$ cat src/rtl/core/utf8v_pkg.sv
// Byte-pattern constants for the UTF-8 stream validator.
// No dependencies; the validator core uses these by scoped name.
package utf8v_pkg;

  localparam logic [7:0] AsciiLimit   = 8'h80;
  localparam logic [7:0] Mask3        = 8'hE0;
  localparam logic [7:0] Mask2        = 8'hC0;
  localparam logic [7:0] Mask7        = 8'hFE;
  localparam logic [7:0] Mask4        = 8'hF0;
  localparam logic [7:0] Mask5        = 8'hF8;
  localparam logic [7:0] ContMark     = 8'h80;
  localparam logic [7:0] Lead2Mark    = 8'hC0;
  localparam logic [7:0] Lead3Mark    = 8'hE0;
  localparam logic [7:0] Lead4Mark    = 8'hF0;
  localparam logic [7:0] LeadSurr     = 8'hED;
  localparam logic [7:0] LeadNonchar  = 8'hEF;
  localparam logic [7:0] LeadMax      = 8'hF4;
  localparam logic [7:0] SurrRange    = 8'hA0;
  localparam logic [7:0] NoncharMid   = 8'hBF;
  localparam logic [7:0] NoncharLast  = 8'hBE;
  localparam logic [7:0] ContMaxF4    = 8'h8F;

  typedef logic [1:0] seq_count_t;

endpackage

$ cat src/rtl/core/utf8_stream_validator_unit.sv
// UTF-8 stream validator: one byte per word, verdict on the last byte.
// Depends on utf8v_pkg for byte-pattern constants and the count type.

// A string arrives one byte per word on the byte channel, its final byte
// flagged by last_byte; exactly one word with string_valid leaves on the
// result channel per string, after its last byte. A byte is taken every
// cycle while the input register can move on: each one passes from an
// input register through the sequence decoder into the state and result
// registers; the verdict is registered as its last byte leaves the input
// register. Only a last byte waits on a stalled result register.
module utf8_stream_validator_unit (
  input  logic       clk,
  input  logic       rst,
  input  logic       byte_valid,
  output logic       byte_stall,
  input  logic [7:0] data_byte,
  input  logic       last_byte,
  output logic       result_valid,
  input  logic       result_stall,
  output logic       string_valid
);

  // Input register.
  logic       s1_valid;
  logic [7:0] s1_byte;
  logic       s1_last;
  logic       s1_adv;
  logic       take_in;

  // Sequence state.
  utf8v_pkg::seq_count_t cont_left, cont_left_next;
  utf8v_pkg::seq_count_t pos, pos_next;
  logic [7:0] lead, lead_next;
  logic       nc_seen, nc_seen_next;
  logic       err, err_next;
  logic       byte_ok;
  logic       verdict;

  // A last byte needs a free result register; other bytes always move on.
  assign s1_adv     = s1_valid && (!s1_last || !result_valid || !result_stall);
  assign byte_stall = s1_valid && !s1_adv;
  assign take_in    = byte_valid && !byte_stall;

  always_ff @(posedge clk) begin
    if (rst) begin
      s1_valid <= 1'b0;
    end else if (take_in) begin
      s1_valid <= 1'b1;
    end else if (s1_adv) begin
      s1_valid <= 1'b0;
    end
    if (take_in) begin
      s1_byte <= data_byte;
      s1_last <= last_byte;
    end
  end

  always_comb begin
    cont_left_next = cont_left;
    pos_next       = pos;
    lead_next      = lead;
    nc_seen_next   = nc_seen;
    byte_ok        = 1'b1;
    if (cont_left == 2'd0) begin
      // Lead byte.
      if (s1_byte < utf8v_pkg::AsciiLimit) begin
        byte_ok = 1'b1;
      end else if ((s1_byte & utf8v_pkg::Mask3) == utf8v_pkg::Lead2Mark) begin
        if ((s1_byte & utf8v_pkg::Mask7) == utf8v_pkg::Lead2Mark) begin
          byte_ok = 1'b0;
        end
        cont_left_next = 2'd1;
      end else if ((s1_byte & utf8v_pkg::Mask4) == utf8v_pkg::Lead3Mark) begin
        cont_left_next = 2'd2;
      end else if ((s1_byte & utf8v_pkg::Mask5) == utf8v_pkg::Lead4Mark) begin
        if (s1_byte > utf8v_pkg::LeadMax) begin
          byte_ok = 1'b0;
        end
        cont_left_next = 2'd3;
      end else begin
        byte_ok = 1'b0;
      end
      if (s1_byte >= utf8v_pkg::AsciiLimit) begin
        lead_next    = s1_byte;
        pos_next     = 2'd0;
        nc_seen_next = 1'b0;
      end
    end else begin
      // Continuation byte.
      if ((s1_byte & utf8v_pkg::Mask2) != utf8v_pkg::ContMark) begin
        byte_ok = 1'b0;
      end
      if (pos == 2'd0) begin
        if (lead == utf8v_pkg::Lead3Mark &&
            (s1_byte & utf8v_pkg::Mask3) == utf8v_pkg::ContMark) begin
          byte_ok = 1'b0;
        end
        if (lead == utf8v_pkg::LeadSurr &&
            (s1_byte & utf8v_pkg::Mask3) == utf8v_pkg::SurrRange) begin
          byte_ok = 1'b0;
        end
        if (lead == utf8v_pkg::Lead4Mark &&
            (s1_byte & utf8v_pkg::Mask4) == utf8v_pkg::ContMark) begin
          byte_ok = 1'b0;
        end
        if (lead == utf8v_pkg::LeadMax && s1_byte > utf8v_pkg::ContMaxF4) begin
          byte_ok = 1'b0;
        end
        nc_seen_next = (lead == utf8v_pkg::LeadNonchar) &&
                       (s1_byte == utf8v_pkg::NoncharMid);
      end else if (pos == 2'd1) begin
        if (lead == utf8v_pkg::LeadNonchar && nc_seen &&
            (s1_byte & utf8v_pkg::Mask7) == utf8v_pkg::NoncharLast) begin
          byte_ok = 1'b0;
        end
        nc_seen_next = 1'b0;
      end
      pos_next       = pos + 2'd1;
      cont_left_next = cont_left - 2'd1;
      if (cont_left_next == 2'd0) begin
        pos_next     = 2'd0;
        lead_next    = 8'd0;
        nc_seen_next = 1'b0;
      end
    end
    err_next = err;
    if (!byte_ok) begin
      err_next       = 1'b1;
      cont_left_next = 2'd0;
      pos_next       = 2'd0;
      lead_next      = 8'd0;
      nc_seen_next   = 1'b0;
    end
  end

  // A sequence cut off by the last byte counts as invalid.
  assign verdict = !err_next && (cont_left_next == 2'd0);

  always_ff @(posedge clk) begin
    if (rst || (s1_adv && s1_last)) begin
      cont_left <= 2'd0;
      pos       <= 2'd0;
      lead      <= 8'd0;
      nc_seen   <= 1'b0;
      err       <= 1'b0;
    end else if (s1_adv) begin
      cont_left <= cont_left_next;
      pos       <= pos_next;
      lead      <= lead_next;
      nc_seen   <= nc_seen_next;
      err       <= err_next;
    end
  end

  always_ff @(posedge clk) begin
    if (rst) begin
      result_valid <= 1'b0;
    end else if (s1_adv && s1_last) begin
      result_valid <= 1'b1;
    end else if (!result_stall) begin
      result_valid <= 1'b0;
    end
    if (s1_adv && s1_last) begin
      string_valid <= verdict;
    end
  end

  // A verdict word only ever follows a last byte leaving the input register.
  assert property (@(posedge clk) disable iff (rst)
    $rose(result_valid) |-> $past(s1_adv && s1_last))
    else $error("result word without a last byte");

  // The end of a string returns the sequence state to its reset value.
  assert property (@(posedge clk) disable iff (rst)
    $past(!rst && s1_adv && s1_last) |->
      (cont_left == 2'd0 && !err && lead == 8'd0 && pos == 2'd0))
    else $error("state not cleared after last byte");

  // An open sequence always has a multi-byte lead recorded.
  assert property (@(posedge clk) disable iff (rst)
    (cont_left != 2'd0) |-> (lead[7:6] == 2'b11))
    else $error("open sequence without a lead byte");

  // Outside a sequence the position and noncharacter tracking are idle.
  assert property (@(posedge clk) disable iff (rst)
    (cont_left == 2'd0) |-> (pos == 2'd0 && !nc_seen))
    else $error("stale sequence tracking");

  // A byte is never held back while the result register can take a verdict.
  assert property (@(posedge clk) disable iff (rst)
    (s1_valid && !result_valid) |-> !byte_stall)
    else $error("input held with a free result register");

endmodule

$ cat config.mk
export PLATFORM = sky130hd
export DESIGN_NAME = utf8_stream_validator_unit
export DESIGN_NICKNAME = d
export VERILOG_FILES = /design/src/rtl/core/utf8v_pkg.sv /design/src/rtl/core/utf8_stream_validator_unit.sv
export SDC_FILE = /design/constraint.sdc
export NUM_CORES = 1
export LEC_CHECK = 0
export BUFFER_PORTS_ARGS = -buffer_cell sky130_fd_sc_hd__clkbuf_2
export CORE_MARGIN = 2
export CORE_UTILIZATION = 50
export DETAILED_ROUTE_END_ITERATION = 10
export PLACE_DENSITY = 0.85
export SLEW_MARGIN = 10
export SYNTH_ARGS = -nofsm -noshare
export SYNTH_HDL_FRONTEND = slang
export SYNTH_SLANG_ARGS = --single-unit
$ cat constraint.sdc
create_clock -name clk -period 1.55 [get_ports clk]
set_input_delay 0.2325 -clock clk [delete_from_list [all_inputs] [get_ports clk]]
set_output_delay 0.2325 -clock clk [all_outputs]
set_load 0.02 [all_outputs]
======== Yosys cells after proc, flatten, opt, wreduce, memory -nomap -nowiden ========
Index checks and enable logic that the tools add are counted.
storage, ports and cells
  flip-flop bits (word level) ............. 26
  input port bits ......................... 13
  output and inout bits ................... 3
  logic and storage cells ................. 105
cells by class
  add/sub/neg operators ................... 2
  magnitude comparators ................... 4
  eq/ne operators ......................... 20
  mux-type cells .......................... 40
  reductions and logical operators ........ 29
operator list
  kind                   number
  $eq A8 B8 Y1 const B   6
  $mux W8                4
  $mux W1                26
  $mux W2                10
  $gt A8 B8 Y1 const B   2
  $eq A7 B7 Y1 const B   2
  $logic_and A1 B1 Y1    12
  $eq A3 B3 Y1 const B   3
  $eq A4 B4 Y1 const B   2
  $ge A8 B8 Y1 const B   1
  $logic_not A2 Y1       4
  $lt A8 B8 Y1 const B   1
  $logic_not A1 Y1       6
  $reduce_and A3 Y1      2
  $eq A5 B5 Y1 const B   1
  $ne A5 B1 Y1 const B   1
  $logic_or A1 B1 Y1     3
  $ne A3 B1 Y1 const B   1
  $ne A3 B2 Y1 const B   1
  $add A2 B1 Y2 const B  1
  $eq A2 B1 Y1 const B   1
  $ne A2 B1 Y1 const B   1
  $ne A2 B2 Y1 const B   1
  $reduce_and A2 Y1      1
  other kinds (2)        2

======== Depth between registers and ports, before layout ========
Gate-level depths: netlist (run 1).
  depth in word-level cells ............... 11
  mapped depth ............................ 7
  depth with buffers taken out ............ 7

======== Worst setup path before layout (run 1) ========
No wires, ideal clock.
  kind .................................... reg2reg
  start ................................... reg s1_byte[4]
  end ..................................... reg lead[3]
  setup time .............................. 0.117 ns
  arrival time ............................ 1.523 ns
  data required time ...................... 1.433 ns
  slack ................................... -0.090 ns
  cell stages (with the launch flop) ...... 7
  path buffers ............................ 1
  period minus slack after synthesis ...... 1.640 ns
  cells stage by stage .................... edfxtp_1 > buf_6 > a211o_1 > a211oi_2 > a311oi_2 > a31o_2 > a22o_1
between the ends
  longest elaborated chain between the ends .. 9
  elaborated cells between the ends (all ways) .. 28
  those cells by class .................... 4 x order compare; 7 x eq/ne; 13 x mux; 4 x reduce/logical
RTL lines
  element                                                        line                               text
  start, declared                                                utf8_stream_validator_unit.sv:25   logic [7:0] s1_byte;
  start signal, assigned                                         utf8_stream_validator_unit.sv:53   s1_byte <= data_byte;
  $gt A8 B8 Y1                                                   utf8_stream_validator_unit.sv:76   if (s1_byte > utf8v_pkg::LeadMax) begin
  $mux W1                                                        utf8_stream_validator_unit.sv:76
  $mux W1                                                        utf8_stream_validator_unit.sv:75   end else if ((s1_byte & utf8v_pkg::Mask5) == utf8v_pkg::Lead4Mark) begin
  $mux W1                                                        utf8_stream_validator_unit.sv:73   end else if ((s1_byte & utf8v_pkg::Mask4) == utf8v_pkg::Lead3Mark) begin
  $mux W1                                                        utf8_stream_validator_unit.sv:68   end else if ((s1_byte & utf8v_pkg::Mask3) == utf8v_pkg::Lead2Mark) begin
  $mux W1                                                        utf8_stream_validator_unit.sv:66   if (s1_byte < utf8v_pkg::AsciiLimit) begin
  $mux W1                                                        utf8_stream_validator_unit.sv:64   if (cont_left == 2'd0) begin
  $ne A3 B1 Y1 (no source line) or $ne A3 B2 Y1 (tied branches)  --
  $reduce_and A3 Y1 (no source line)                             --
  end signal, assigned                                           utf8_stream_validator_unit.sv:149  lead <= lead_next;
  end, declared                                                  utf8_stream_validator_unit.sv:33   logic [7:0] lead, lead_next;
Several ways; a longest one is shown, not always the timed one.
A chain may end at the register's enable or synchronous reset.

======== Worst setup path after layout (run 1) ========
  start ................................... reg s1_byte[4]
  end ..................................... reg cont_left[0]
between the ends
  longest elaborated chain between the ends .. 8
  elaborated cells between the ends (all ways) .. 29
  those cells by class .................... 3 x order compare; 5 x eq/ne; 18 x mux; 3 x reduce/logical
RTL lines
  element               line                               text
  $gt A8 B8 Y1          utf8_stream_validator_unit.sv:76
  $mux W1               utf8_stream_validator_unit.sv:76
  $mux W1               utf8_stream_validator_unit.sv:75
  $mux W1               utf8_stream_validator_unit.sv:73
  $mux W1               utf8_stream_validator_unit.sv:68
  $mux W1               utf8_stream_validator_unit.sv:66
  $mux W1               utf8_stream_validator_unit.sv:64
  $mux W2 (*)           utf8_stream_validator_unit.sv:127  if (!byte_ok) begin
  end signal, assigned  utf8_stream_validator_unit.sv:147  cont_left <= cont_left_next;
  end, declared         utf8_stream_validator_unit.sv:31   utf8v_pkg::seq_count_t cont_left, cont_left_next;
Every way passes the cells marked *; elsewhere a longest branch is shown, timed or not.

==> impl_table.tex, run 1 <==
\begin{tabular}{lr}
\hline
Metric & Value \\
\hline
\multicolumn{2}{l}{\textbf{Yosys}} \\
\quad Warnings, synthesis & 0 \\
\quad Synthesized netlist cell count & 114 \\
\quad Yosys top cell area share & 26.6\% \\
\quad Top cells by area in the synthesized netlist & dfxtp\_1 27\%, edfxtp\_1 25\%, a22o\_1 4.4\% \\
\quad FF+latch count, synth & 26 \\
\quad Number of distinct library cells after synthesis & 46 \\
\quad Main synth FF type & dfxtp\_1 \\
\quad Cell area after synthesis & 1210 sq um \\
\quad Leading area contributor after synthesis & dfxtp\_1 \\
\quad Count of flip-flops with a built-in enable after synthesis & 10 \\
\quad Mapped Nets & 129 \\
\quad Asr flop ratio synth & 0\% \\
\quad Mean instance size in the synthesized netlist & 10.6 sq um \\
\quad Sequential cell area fraction in the yosys report & 51.5\% \\
\multicolumn{2}{l}{\textbf{STA}} \\
\quad Period utilisation layout & 117\% \\
\quad Clock period minus worst slack & 1.81 ns \\
\quad Transition time of the tightest slew-check pin & 0.606 ns \\
\quad Rel. slew slack & 59.1\% \\
\quad Setup TNS & -2.95 ns \\
\quad Smallest hold slack & 0.0605 ns \\
\quad Final hold violation count & 0 \\
\quad RSZ-0062 raised after global routing & yes \\
\quad Number of setup violations in the final report & 14 \\
\quad Skew final & 0.0108 ns \\
\quad Max Clk Rate & 0.551 GHz \\
\quad Post-layout worst setup margin & -0.263 ns \\
\quad Number of pins exceeding their max-slew limit in the final report & 0 \\
\multicolumn{2}{l}{\textbf{Placement}} \\
\quad DP Wirelength & 2030 um \\
\quad GP Congestion & 0.803 \\
\quad IO buf count & 15 \\
\quad Worst-case setup slack after placement & -0.218 ns \\
\quad Standard cell area after detailed placement & 1430 sq um \\
\multicolumn{2}{l}{\textbf{CTS}} \\
\quad Number of clock sinks seen by CTS & 26 \\
\quad Max Buffers Root-to-Sink & 2 \\
\quad Clock root buffer & clkbuf\_4 \\
\quad Clock latency reported for the late side of the worst-skew pair & 0.33 ns \\
\quad H-tree levels & 1 \\
\quad Number of buffers created by CTS & 3 \\
\quad Clock-pin slew on the worst setup and hold paths & 0.15 ns \\
\quad Clock tree from TritonCTS & yes \\
\multicolumn{2}{l}{\textbf{Global route}} \\
\quad Largest net degree at the start of global routing & 15 \\
\quad Global Route Usage Sum & 23.2\% \\
\quad Wire length of the first global-routing pass & 4600 um \\
\quad Sum of overflow across all layers after global routing & 0 \\
\quad Antenna violations before repair & 0 \\
\quad Vias in the first global route & 1035 \\
\multicolumn{2}{l}{\textbf{Floorplan}} \\
\quad DIE AREA & 2820 sq um \\
\quad Die extent in x & 53.1 um \\
\quad Standard-cell row count & 17 \\
\quad Initial Util & 53.5\% \\
\quad Number of placed I/O pins & 16 \\
\quad DIE HEIGHT & 53.1 um \\
\quad Standard cell core area & 2250 sq um \\
\multicolumn{2}{l}{\textbf{Power and ir drop}} \\
\quad Leakage & 0.661 nW \\
\quad Power per cell area & 778 nW/um\^{}2 \\
\quad Overall power after layout & 0.00125 W \\
\quad Maximum VDD drop & 0.583 mV \\
\multicolumn{2}{l}{\textbf{Finish}} \\
\quad Fraction of final layout cells sized beyond drive strength 1 & 40.1\% \\
\quad Final \#Nets & 168 \\
\quad Most common cell after layout, fill and taps aside & buf\_4 \\
\quad Antenna cell count & 0 \\
\quad Highest-count cells in the layout ignoring fill and taps & 18 x buf\_4, 15 x clkbuf\_2, 13 x dfxtp\_1, 11 x nand2\_1, 10 x edfxtp\_1 \\
\quad Synth-to-layout area growth & 32.7\% \\
\quad Summed area of non-filler cells in the final layout & 1600 sq um \\
\multicolumn{2}{l}{\textbf{Setup path}} \\
\quad Worst Path Arrival & 2.09 ns \\
\quad WS Path Type & reg -> reg \\
\quad Endpoint required time on the critical path & 1.82 ns \\
\quad Max Fanout on Critical Path & 5 \\
\quad Setup crit end kind & register \\
\quad Element type at the critical path start & register \\
\multicolumn{2}{l}{\textbf{Routing}} \\
\quad Antenna-violating nets left & 0 \\
\quad Final wirelength & 3190 um \\
\quad Residual DRC count & 0 \\
\quad Via/cell ratio & 6.14 \\
\quad First-iteration detailed-routing DRC count & 36 \\
\quad Total via count after detailed routing & 1106 \\
\quad Detailed-router iteration count before antenna repair & 4 \\
\quad WL/cell & 17.7 um \\
\multicolumn{2}{l}{\textbf{Min path}} \\
\quad Worst Hold Class & in -> reg \\
\multicolumn{2}{l}{\textbf{Run status}} \\
\quad Violations in the final reports & setup timing \\
\quad Status & complete, but fails checks \\
\multicolumn{2}{l}{\textbf{Job}} \\
\quad \# Max-Cap Violations & 0 \\
\hline
\end{tabular}
-- path summary, 6_finish.rpt --
| path | start | endpoint | slack, ns | depth (start not counted) |
|---|---|---|---|---|
| worst max-delay path | s1_byte[4] | cont_left[0] | -0.26 | 8 |
| worst min-delay path | data_byte[0] | s1_byte[0] | 0.06 | 1 |
| worst max register to register | s1_byte[4] | cont_left[0] | -0.26 | 8 |
| worst min register to register | pos[1] | pos[1] | 0.47 | 2 |
-- sequential cells by signal, indices dropped and copies added (netlist names) --
register and count:
result_valid 1, s1_byte 8, s1_last 1, cont_left 2, pos 2, err 1
nc_seen 1, string_valid 1, lead 8, s1_valid 1
-- logic make-up (layout without fill, tap and decap cells) --
group                    after synthesis  count (layout)  share of synthesized area (%)
AND/OR/NAND/NOR                       46              46                           21.0
buffers and inverters                  6              44                           2.80
flip-flops                            26              26                           51.5
adder cells (fa/ha/maj)                2               2                           2.07
AO/OA/AOI/OAI                         33              33                           21.9
multiplexers                           1               1                          0.830
-- what timing repair did --
item / CTS / global route
cloned: 0 / 0
setup buffers: 3 / 1
gates resized for setup: 8 / 16
pin swaps: 8 / 9
endpoints found under the setup margin: 13 / 16
hold buffers: 0 / 0
-- where the power goes --
group          leakage, nW  internal, W  switching [W]
sequential           0.228     0.000738      0.0000272
clock               0.0150     0.000101       0.000208
combinational        0.418    0.0000852      0.0000863
-- synthesized netlist by cell type, types with 3 or more instances --
| master | instances |
|---|---|
| a22o_1 | 6 |
| nand2_1 | 12 |
| o21ai_0 | 3 |
| nand4_1 | 3 |
| dfxtp_1 | 16 |
| nor2_1 | 9 |
| edfxtp_1 | 10 |
| inv_1 | 3 |
| nand3_1 | 6 |
-- final cells by class --
cell class                      instances  area (sq um)
Inverter                                4          15.0
Timing Repair Buffer                   36           244
Clock buffer                            4          26.3
Fill cell                             163           654
Tap cell                               28          35.0
Multi-Input combinational cell         82           656
Sequential cell                        26           624
-- critical path: stages, from the launching register on --
cell,delay [ns]
edfxtp_1,0.49
buf_4,0.16
buf_6,0.09
buf_6,0.10
inv_2,0.03
o21ai_2,0.12
a31oi_2,0.13
or4_1,0.48
o21ai_1,0.15
-- layer usage --
| metal | global-route usage [%] | wire length (um) | vias to the layer above |
|---|---|---|---|
| met2 | 39.0 | 1530 | 48 |
| met1 | 26.5 | 1340 | 531 |
| met4 | 13.2 | 119 | 0 |
| met3 | 6.21 | 198 | 14 |
| met5 | 0 | 0 | - |
| li1 | - | - | 513 |
-- metrics by stage --
step                      instances  util [%]
after CTS                       179      67.1
after global routing            180      71.0
after global placement          172      63.3
after floorplan                 114         -
after detailed placement        172      63.3
final                           180      71.0
No activity file was read; power rests on OpenSTA's default activity.
==> run 2, diff against run 1 <==
- SETUP_SLACK_MARGIN: default -> 0.2
==> run 2 against run 1 <==
The flow still finishes with violations (setup timing); sequential share of layout area rose by 1.1 points; global-route usage fell by 1.3 points; worst hold slack improved by 0.012 ns; combinational power fell by 13%; register-to-register slack improved by 0.09 ns; clock skew fell by 0.0058 ns; clock power fell by 5%; sequential power barely moved; total power fell by 3.3%; critical endpoint is now lead[1].
==> impl_table.tex, run 2 (synthesis results as in run 1) <==
\begin{tabular}{lr}
\hline
Metric & Value \\
\hline
\multicolumn{2}{l}{\textbf{Setup path}} \\
\quad Element type at the critical path start & register \\
\quad Worst setup slack for register-to-register paths & -0.17 ns \\
\quad Endpoint required time on the critical path & 1.77 ns \\
\quad Number of cell instances on the worst register-to-register path & 5 \\
\quad Worst R2R Start & s1\_byte[5] \\
\quad Setup crit end kind & register \\
\quad Worst Path Arrival & 1.94 ns \\
\quad WS Path Type & reg -> reg \\
\quad Max Fanout on Critical Path & 8 \\
\quad Critical R2R Capture & lead[1] \\
\multicolumn{2}{l}{\textbf{Global route}} \\
\quad Antenna violations before repair & 0 \\
\quad Sum of overflow across all layers after global routing & 0 \\
\quad Vias in the first global route & 1030 \\
\quad Wire length of the first global-routing pass & 4400 um \\
\quad Global Route Usage Sum & 21.9\% \\
\quad Largest net degree at the start of global routing & 15 \\
\multicolumn{2}{l}{\textbf{Finish}} \\
\quad Number of cells in the finished layout apart from fillers & 179 \\
\quad Final core utilization & 69.4\% \\
\quad Summed area of non-filler cells in the final layout & 1570 sq um \\
\quad Highest-count cells in the layout ignoring fill and taps & 20 x buf\_4, 14 x clkbuf\_2, 12 x dfxtp\_1, 11 x nand2\_1, 10 x edfxtp\_1 \\
\quad Area of all sequential standard cells & 628 sq um \\
\quad Antenna cell count & 0 \\
\quad Fraction of final layout cells sized beyond drive strength 1 & 41.7\% \\
\quad Area of the multi-input gates & 626 sq um \\
\quad Final \#Nets & 167 \\
\quad Fill cell count & 168 \\
\quad Largest registers in the final layout & lead (8), s1\_byte (8) \\
\quad Synth-to-layout area growth & 29.8\% \\
\quad Most common cell after layout, fill and taps aside & buf\_4 \\
\multicolumn{2}{l}{\textbf{STA}} \\
\quad Post-layout worst setup margin & -0.169 ns \\
\quad Max Clk Rate & 0.582 GHz \\
\quad Rel. slew slack & 65.1\% \\
\quad Skew final & 0.00504 ns \\
\quad Number of setup violations in the final report & 13 \\
\quad Clock period minus worst slack & 1.72 ns \\
\quad Transition time of the tightest slew-check pin & 0.517 ns \\
\quad Number of pins exceeding their max-slew limit in the final report & 0 \\
\quad RSZ-0062 raised after global routing & yes \\
\quad Final hold violation count & 0 \\
\quad Smallest hold slack & 0.0730 ns \\
\quad Period utilisation layout & 111\% \\
\multicolumn{2}{l}{\textbf{Run status}} \\
\quad Status & complete, but fails checks \\
\quad Violations in the final reports & setup timing \\
\multicolumn{2}{l}{\textbf{Power and ir drop}} \\
\quad Maximum VDD drop & 0.702 mV \\
\quad Power per cell area & 770 nW/um\^{}2 \\
\quad Overall power after layout & 0.00120 W \\
\quad Leakage & 0.645 nW \\
\multicolumn{2}{l}{\textbf{Routing}} \\
\quad Antenna-violating nets left & 0 \\
\quad Residual DRC count & 0 \\
\quad First-iteration detailed-routing DRC count & 32 \\
\quad Via/cell ratio & 5.89 \\
\quad Total via count after detailed routing & 1055 \\
\quad Final wirelength & 2670 um \\
\quad Detailed-router iteration count before antenna repair & 5 \\
\quad WL/cell & 14.9 um \\
\multicolumn{2}{l}{\textbf{Job}} \\
\quad \# Max-Cap Violations & 0 \\
\multicolumn{2}{l}{\textbf{CTS}} \\
\quad Count of hold buffers inserted by post-cts repair & 0 \\
\quad Clock root buffer & clkbuf\_4 \\
\quad Clock-pin slew on the worst setup and hold paths & 0.13 ns \\
\quad Number of clock sinks seen by CTS & 26 \\
\quad H-tree levels & 1 \\
\quad Clock latency reported for the late side of the worst-skew pair & 0.32 ns \\
\quad Number of buffers created by CTS & 3 \\
\quad Max Buffers Root-to-Sink & 2 \\
\quad Clock tree from TritonCTS & yes \\
\multicolumn{2}{l}{\textbf{Placement}} \\
\quad DP Wirelength & 2020 um \\
\quad Standard cell area after detailed placement & 1470 sq um \\
\quad GP Congestion & 0.889 \\
\quad IO buf count & 15 \\
\quad Count of placed standard cells including taps & 174 \\
\multicolumn{2}{l}{\textbf{Min path}} \\
\quad Endpoint, Worst Hold & s1\_byte[1] \\
\quad Critical hold path startpoint & data\_byte[1] \\
\quad Worst hold path cell count & 1 \\
\quad Worst Hold Class & in -> reg \\
\multicolumn{2}{l}{\textbf{Floorplan}} \\
\quad Number of placed I/O pins & 16 \\
\quad DIE HEIGHT & 53.1 um \\
\quad Die extent in x & 53.1 um \\
\quad Standard cell core area & 2250 sq um \\
\quad Standard-cell row count & 17 \\
\quad Initial Util & 53.5\% \\
\quad DIE AREA & 2820 sq um \\
\hline
\end{tabular}
[run 2: where the power goes]
part | internal, W | switching, W | leakage (nW)
Combinational | 0.0000761 | 0.0000728 | 0.401
Sequential | 0.000737 | 0.0000249 | 0.229
Clock | 0.000101 | 0.000194 | 0.0150
[run 2: worst max path at each step]
| stage | startpoint | endpoint | depth (start not counted) | slack (ns) |
|---|---|---|---|---|
| floorplan | s1_byte[1] | lead[5] | 5 | -0.06 |
| global placement | s1_byte[4] | lead[3] | 5 | -0.10 |
| detailed placement | s1_byte[4] | lead[1] | 5 | -0.17 |
| CTS | pos[1] | err | 7 | -0.15 |
| global route | s1_byte[3] | lead[1] | 6 | -0.22 |
| finish | s1_byte[5] | lead[1] | 5 | -0.17 |
[run 2: critical path: stages (launching register included)]
cell,delay [ns]
edfxtp_1,0.51
a211o_1,0.32
a211oi_2,0.21
a311oi_2,0.09
a31o_4,0.29
a22o_1,0.20
[run 2: area by class of cell]
cell class / instances / share of cell area (%)
multi-input combinational: 82 / 40.0
tap: 28 / 2.24
timing repair buffer: 35 / 15.0
sequential: 26 / 40.1
inverter: 4 / 0.959
clock buffer: 4 / 1.68
[run 2: repair_timing]
action,4_1_cts,5_1_grt
setup endpoints to repair,25,25
gates resized for setup,8,7
setup buffers,1,0
pin swaps,7,5
[run 2: metal layers]
layer / global-route usage, % / wire length, um / vias up
li1: - / - / 513
met5: 0 / 0 / -
met2: 35.2 / 1300 / 44
met1: 26.0 / 1150 / 488
met3: 5.37 / 163 / 10
met4: 13.7 / 66 / 0
[run 2: per-stage QoR]
step	TNS [ns]	worst slack [ns]
after global placement	-0.946	-0.102
after global routing	-2.52	-0.221
after floorplan	-0.435	-0.0604
after detailed placement	-1.53	-0.166
final	-1.57	-0.169
after CTS	-1.45	-0.154
